[src/rtl/ldu_pkg.sv]
// ldu_pkg: shared types and constants for the linkage distance update unit
// no dependencies; imported by ldu_div and linkage_distance_update_unit

package ldu_pkg;

    // opcodes of an input beat
    localparam logic [1:0] OP_WRITE = 2'd0;
    localparam logic [1:0] OP_READ  = 2'd1;
    localparam logic [1:0] OP_MERGE = 2'd2;

    // linkage methods
    localparam logic [2:0] LM_SINGLE   = 3'd0;
    localparam logic [2:0] LM_COMPLETE = 3'd1;
    localparam logic [2:0] LM_WPGMA    = 3'd2;
    localparam logic [2:0] LM_UPGMA    = 3'd3;
    localparam logic [2:0] LM_UPGMC    = 3'd4;
    localparam logic [2:0] LM_WPGMC    = 3'd5;

    // configuration register indexes
    localparam logic CFG_METHOD = 1'b0;
    localparam logic CFG_ACTIVE = 1'b1;

    // divider widths: dividend up to 14b x 32b signed, divisor up to n*n (n <= 254)
    localparam int DIV_W     = 46;
    localparam int DIVISOR_W = 16;

    typedef struct packed {
        logic                    start;
        logic signed [DIV_W-1:0] dividend;
        logic [DIVISOR_W-1:0]    divisor;
    } t_div_req;

    typedef struct packed {
        logic                    done;
        logic signed [DIV_W-1:0] quotient;
    } t_div_rsp;

endpackage

[src/rtl/ldu_div.sv]
// ldu_div: shared signed divider, restoring, one quotient bit per cycle
// truncates toward zero; depends on ldu_pkg

module ldu_div (
    input  logic              i_clk,
    input  logic              i_rst_n,
    input  ldu_pkg::t_div_req i_req,
    output ldu_pkg::t_div_rsp o_rsp
);
    import ldu_pkg::*;

    localparam int CW = $clog2(DIV_W + 1);

    logic                 r_busy;
    logic                 r_done;
    logic [CW-1:0]        r_cnt;
    logic                 r_neg;
    logic [DIVISOR_W-1:0] r_div;
    logic [DIVISOR_W:0]   r_rem;
    logic [DIV_W-1:0]     r_quo;

    logic [DIV_W-1:0]     w_abs;
    logic [DIVISOR_W:0]   w_trial;
    logic                 w_fit;

    assign w_abs   = i_req.dividend[DIV_W-1] ? DIV_W'(-i_req.dividend) : i_req.dividend;
    assign w_trial = {r_rem[DIVISOR_W-1:0], r_quo[DIV_W-1]};
    assign w_fit   = w_trial >= {1'b0, r_div};

    always_ff @(posedge i_clk) begin
        if (!i_rst_n) begin
            r_busy <= 1'b0;
            r_done <= 1'b0;
            r_cnt  <= '0;
        end else begin
            r_done <= 1'b0;
            if (i_req.start) begin
                r_busy <= 1'b1;
                r_cnt  <= CW'(DIV_W);
            end else if (r_busy) begin
                r_cnt <= r_cnt - 1'b1;
                if (r_cnt == CW'(1)) begin
                    r_busy <= 1'b0;
                    r_done <= 1'b1;
                end
            end
        end
    end

    always_ff @(posedge i_clk) begin
        if (i_req.start) begin
            r_neg <= i_req.dividend[DIV_W-1];
            r_div <= i_req.divisor;
            r_rem <= '0;
            r_quo <= w_abs;
        end else if (r_busy) begin
            r_rem <= w_fit ? (w_trial - {1'b0, r_div}) : w_trial;
            r_quo <= {r_quo[DIV_W-2:0], w_fit};
        end
    end

    assign o_rsp.done     = r_done;
    assign o_rsp.quotient = r_neg ? -$signed(r_quo) : $signed(r_quo);

    a_start_idle : assert property (@(posedge i_clk) disable iff (!i_rst_n)
        i_req.start |-> !r_busy) else $error("divider started while busy");
    a_start_busy : assert property (@(posedge i_clk) disable iff (!i_rst_n)
        i_req.start |=> r_busy) else $error("divider did not start");
    a_done_idle : assert property (@(posedge i_clk) disable iff (!i_rst_n)
        r_done |-> !r_busy) else $error("divider done while busy");

endmodule

[config.mk]
export PLATFORM = sky130hd
export DESIGN_NAME = ldu_div
export DESIGN_NICKNAME = d
export VERILOG_FILES = /design/src/rtl/ldu_pkg.sv /design/src/rtl/ldu_div.sv
export SDC_FILE = /design/constraint.sdc
export NUM_CORES = 1
export LEC_CHECK = 0
export BUFFER_PORTS_ARGS = -buffer_cell sky130_fd_sc_hd__buf_2
export CORE_ASPECT_RATIO = 1.4
export CORE_MARGIN = 4
export CORE_UTILIZATION = 30
export DETAILED_ROUTE_END_ITERATION = 6
export GPL_ROUTABILITY_DRIVEN = 1
export PLACE_DENSITY = 0.44
export SYNTH_ARGS = -nofsm -noshare
export SYNTH_HDL_FRONTEND = slang
export SYNTH_SLANG_ARGS = --single-unit
[constraint.sdc]
create_clock -name i_clk -period 6.5 [get_ports i_clk]
set_clock_uncertainty 0.15 [all_clocks]
set_input_delay 1.3 -clock i_clk [delete_from_list [all_inputs] [get_ports i_clk]]
set_output_delay 1.3 -clock i_clk [all_outputs]
set_load 0.01 [all_outputs]
# After elaboration in Yosys (flattened, before gate mapping)
# Cells that the tools add are included.
[totals]
ff_bits = 87
in_bits = 65
[classes]
add_sub_neg = 4
reduce_logical = 3
magnitude_cmp = 1
mux = 11
n_bitwise = 2
eq_ne = 1
[op_table]
columns = ["cell", "n"]
rows = [
  ["46-bit 2-to-1 mux", 4],
  ["46-bit negator", 2],
  ["17-bit by 16-bit greater-or-equal comparator with 1-bit output", 1],
  ["16-bit 2-to-1 mux", 1],
  ["16-bit subtractor", 1],
  ["6-bit 2-to-1 mux", 2],
  ["6-bit by 1-bit equality test with 1-bit output (second input constant)", 1],
  ["6-bit by 1-bit subtractor with 6-bit output (second input constant)", 1],
  ["1-bit 2-to-1 mux", 4],
  ["3-bit OR reduction", 1],
  ["1-bit inverter", 2],
  ["2-bit nonzero test", 1],
  ["2-bit OR reduction", 1],
]

# Longest topological paths before layout
[depth]
word_depth = 4
ltp_mapped = 11
depth_no_buf = 10

# Worst setup path before layout
# No wires, ideal clock.
[synth_path]
path_kind = "register to output"
startpoint = "register r_quo[13]"
endpoint = "output port o_rsp[36] in the netlist's numbering"
arrival_time_ps = 2873
slack_ps = 2177
stages_incl_launch_ff = 8
t_required_ps = 5050
path_cell_list = "edfxtp_1 > or4_4 > or4_4 > or4_4 > or2_4 > or3_4 > o31ai_4 > xnor2_1"
[synth_lines]
columns = ["element", "line_no", "source"]
rows = [
  ["start, declared", "ldu_div.sv:20", "logic [DIV_W-1:0] r_quo;"],
  ["start signal, assigned", "ldu_div.sv:55", "r_quo <= w_abs;"],
  ["start signal, assigned", "ldu_div.sv:58", "r_quo <= {r_quo[DIV_W-2:0], w_fit};"],
  ["end, declared", "ldu_div.sv:8", "output ldu_pkg::t_div_rsp o_rsp"],
]

==> results.rst <==
.. list-table::
   :header-rows: 1

   * - Metric
     - Value
   * - Status
     - finished clean
   * - Number of distinct library cell variants in the gate-level netlist after synthesis
     - 51
   * - Number of clock sinks
     - slightly below 90
   * - Setup tns final
     - 0 ns
   * - Commonest cells in the netlist
     - sky130_fd_sc_hd__nor2_1 (71), sky130_fd_sc_hd__a21oi_1 (65), sky130_fd_sc_hd__edfxtp_1 (63), sky130_fd_sc_hd__xnor2_1 (56), sky130_fd_sc_hd__o21ai_0 (51)
   * - Post-synth ARST share
     - 0
   * - Count of maximum capacitance violations
     - 0
   * - Post-CTS setup buffer count
     - 0
   * - Achievable frequency
     - 204 MHz
   * - Count of cells along the worst hold path
     - 2
   * - Share of total power consumed by net switching
     - 0.305
   * - Share of Yosys cell area claimed by the top area cell type
     - 0.313
   * - Post-Syn Area
     - 0.00605 mm^2
   * - Cell Count Post-Placement
     - 1005
   * - Peak VDD IR
     - 0.126 mV
   * - Final #Nets
     - 850
   * - Via count of the first global-routing pass
     - 5282
   * - Period Utilization, post-route
     - 0.756
   * - Tightest Hold Check Type
     - register to register
   * - Synth Net Count
     - 755
   * - Clock network latency to the later pin of the worst-skew pair
     - approximately 0.35 ns
   * - Count of standard-cell rows
     - 61
   * - Final estimated routing congestion in global placement
     - ~0.84
   * - Count of buffers from port buffering
     - between 100 and 150
   * - Worst hold path startpoint
     - r_rem[15]
   * - Worst-case headroom to the max-slew limit
     - 0.283
   * - Nature of the critical path startpoint
     - register
   * - Sequential power share
     - 0.442
   * - Post-place instance area
     - 0.00684 mm^2
   * - Hold EP
     - r_rem[15]
   * - Power density of the placed cells
     - ~230 mW/mm^2
   * - CP arrival
     - 3.46 ns
   * - Most used DFF post-synth
     - sky130_fd_sc_hd__edfxtp_1
   * - Number of max-slew violations in the final report
     - 0
   * - Data required time of the critical path
     - 5.05 ns
   * - Overall global routing resource usage
     - 0.149
   * - Clock tree from TritonCTS
     - built
   * - Critical path class
     - register to primary output
   * - Final routed DRC violation total
     - 0
   * - Maximum buffer depth of the clock tree
     - 2
   * - Synth Warn #
     - 0
   * - Critical Path Most Common Cell
     - sky130_fd_sc_hd__or4_4
   * - Level count of the clock H-tree
     - 3
   * - Buffers & Inverters on Critical Path
     - 1
   * - Remaining global-route overflow
     - 0
   * - Design Power
     - 1610 uW
   * - Mean post-synth cell area
     - 9.04 um^2
   * - RSZ-0062 raised after global routing
     - false
   * - Count of boundary I/O pins
     - 112
   * - Most frequently used cell type in the post-synthesis netlist
     - sky130_fd_sc_hd__nor2_1
   * - Effective utilization at floorplan
     - 0.305
   * - Worst r2r dst
     - r_rem[12]
   * - Die Ht
     - 176 um
   * - Internal reg-to-reg setup slack
     - 3.67 ns
   * - Share of layout cells above drive strength 1
     - 0.191
   * - Cts bufs inserted
     - 9
   * - # hold bufs at CTS
     - 0
   * - Worst Reg2Reg Path Length in Cells
     - 10
   * - Detailed Place HPWL
     - about 12 mm
   * - Highest fanout seen on the critical path
     - 6
   * - Part of the Yosys area used for sequential elements
     - 0.392
   * - Via count
     - 5175
   * - Die boundary width
     - 128 um
   * - Non-filler cells in the finished layout
     - slightly above 1k
   * - Category of the worst setup path capture point
     - primary output
   * - Combinational share of power
     - 0.236
   * - Transition time at the pin with the least slew margin
     - 1.08 ns
   * - Net Switching
     - between 400 and 500 uW
   * - Number of flip-flops and latches in the synthesized netlist
     - 87
   * - Lkg Pwr
     - 0.00274 uW
   * - Critical register-to-register path startpoint
     - r_quo[45]
   * - Number of enable flip-flop cells after synthesis
     - 63
   * - Largest stage delay, worst path
     - ~0.58 ns
   * - Starting DRT DRC Count
     - 219
   * - Top cells by area in the synthesized netlist
     - sky130_fd_sc_hd__edfxtp_1 (31%), sky130_fd_sc_hd__xnor2_1 (8.1%), sky130_fd_sc_hd__dfxtp_1 (7.9%), sky130_fd_sc_hd__xor2_1 (6.9%), sky130_fd_sc_hd__a21oi_1 (5.4%)
   * - Slowest library cell on the worst path
     - sky130_fd_sc_hd__or4_4
   * - Register area
     - about 0.0024 mm^2
   * - Final routed wirelength across all metal layers
     - 16.5 mm
   * - Final-report setup violation count
     - 0
   * - Ordered list of cells on the worst path
     - or4_4 -> or4_4 -> or4_4 -> or2_4 -> or3_4 -> o31ai_4 -> xnor2_1 -> buf_2
   * - TritonRoute pass-1 iters
     - 4
   * - Count of antenna-violating nets left after detailed routing
     - 0
   * - Clock period minus final worst setup slack
     - 4.91 ns
   * - Part of the total power dissipated in the clock network
     - 0.322
   * - Post-synthesis instance total
     - between 600 and 700
   * - First-pass GRT wire length
     - 26.9 mm
   * - Post-cts repair resize count
     - 0
   * - Area overhead of the layout relative to synthesis
     - 17.7%
   * - Internal power
     - 1120 uW
   * - Final hold violation count
     - 0
   * - Leading area contributor after synthesis
     - sky130_fd_sc_hd__edfxtp_1
   * - Total area of multi-input combinational cells
     - 0.00345 mm^2
   * - Antenna cell count
     - 0
   * - Die area
     - ~0.023 mm^2
   * - Layout Cell Area excl Fill
     - 0.00712 mm^2
   * - Placeable Area
     - 0.0198 mm^2
   * - Fillcell total
     - 2059
   * - Number of antenna violations at the first check in global routing
     - 0
   * - Library cell used as clock root buffer
     - sky130_fd_sc_hd__clkbuf_16
   * - Kind of cell with the highest combined delay on the critical path
     - simple AND/OR/NAND/NOR gates
   * - Number of vias per cell
     - 5.07
   * - Wire per inst
     - roughly 16 um
   * - Clk pin slew, worst setup/hold paths
     - 0.07 ns
   * - Largest net degree at the start of global routing
     - 108
## layout make-up
| type | instances | share of cell area |
|---|---|---|
| Multi-Input combinational cell | 521 | 0.484 |
| Sequential cell | 87 | 0.333 |
| Timing Repair Buffer | 116 | 0.0836 |
| Tap cell | 252 | 0.0443 |
| Clock buffer | 11 | 0.0327 |
| Inverter | 29 | 0.0153 |
| Clock inverter | 5 | 0.00703 |
## per-layer routing
| layer | vias to the layer above | share of wire | global-route usage |
|---|---|---|---|
| li1 | 2627 | - | - |
| met1 | 2404 | 0.43 | 0.184 |
| met2 | 125 | 0.50 | 0.259 |
| met3 | 19 | 0.049 | 0.0227 |
| met4 | 0 | 0.019 | 0.0597 |
| met5 | - | 0 | 0 |
## power by group through the flow
stage	Combinational [uW]	Sequential, uW	Clock [uW]
6_report	380	711	518
4_1_cts	387	711	536
5_1_grt	427	719	559
3_5_place_dp	386	722	0
3_3_place_gp	382	721	0
2_1_floorplan	253	705	0
## tightest hold or removal path: cells and delay by family, from the launching register on
family,cells,cell delay [ns]
flops,1,0.33
compound gates,2,0.12
## stage by stage
stage,hold slack [ns],setup slack (ns),util
3_5_place_dp,0.323,1.95,0.345
2_1_floorplan,0.287,2.18,-
3_3_place_gp,0.312,1.98,0.345
4_1_cts,0.338,1.56,0.359
5_1_grt,0.382,1.40,0.359
6_report,0.337,1.59,0.359
## sequential cells by signal, summed over array words and instances, names as in the netlist
name / count
r_quo: 46
r_neg: 1
r_cnt: 6
r_busy: 1
r_div: 16
r_rem: 16
r_done: 1
## cell usage in the layout (no fill, tap or decap), types with 8 or more instances in the layout
| cell type | instances |
|---|---|
| sky130_fd_sc_hd__edfxtp_1 | 63 |
| sky130_fd_sc_hd__buf_2 | 110 |
| sky130_fd_sc_hd__o21ai_0 | 51 |
| sky130_fd_sc_hd__or4_1 | 12 |
| sky130_fd_sc_hd__nor4_1 | 8 |
| sky130_fd_sc_hd__nand2_1 | 39 |
| sky130_fd_sc_hd__xnor2_1 | 56 |
| sky130_fd_sc_hd__nand2b_1 | 9 |
| sky130_fd_sc_hd__o41ai_1 | 14 |
| sky130_fd_sc_hd__inv_1 | 28 |
| sky130_fd_sc_hd__ha_1 | 20 |
| sky130_fd_sc_hd__or2_2 | 8 |
| sky130_fd_sc_hd__dfxtp_1 | 24 |
| sky130_fd_sc_hd__or3_1 | 20 |
| sky130_fd_sc_hd__clkbuf_16 | 9 |
| sky130_fd_sc_hd__xor2_1 | 48 |
| sky130_fd_sc_hd__o31ai_1 | 25 |
| sky130_fd_sc_hd__nor2_1 | 71 |
| sky130_fd_sc_hd__a21oi_1 | 65 |
## how the worst max path moves through the flow
stage                   start  slack [ns]         to  depth (start not counted)
floorplan           r_quo[13]        2.18  o_rsp[36]                          7
global route        r_quo[12]        1.40  o_rsp[41]                          7
finish              r_quo[13]        1.59  o_rsp[36]                          8
CTS                 r_quo[13]        1.56  o_rsp[36]                          8
global placement    r_quo[13]        1.98  o_rsp[36]                          8
detailed placement  r_quo[13]        1.95  o_rsp[36]                          8
## cell families after synthesis
family	synth area share
fa+ha+maj	0.0447
simple gates	0.168
compound gates	0.197
xor+xnor	0.151
buf+inv	0.0391
flops	0.392
mux	0.00848
(Power assumes the default switching activity.)
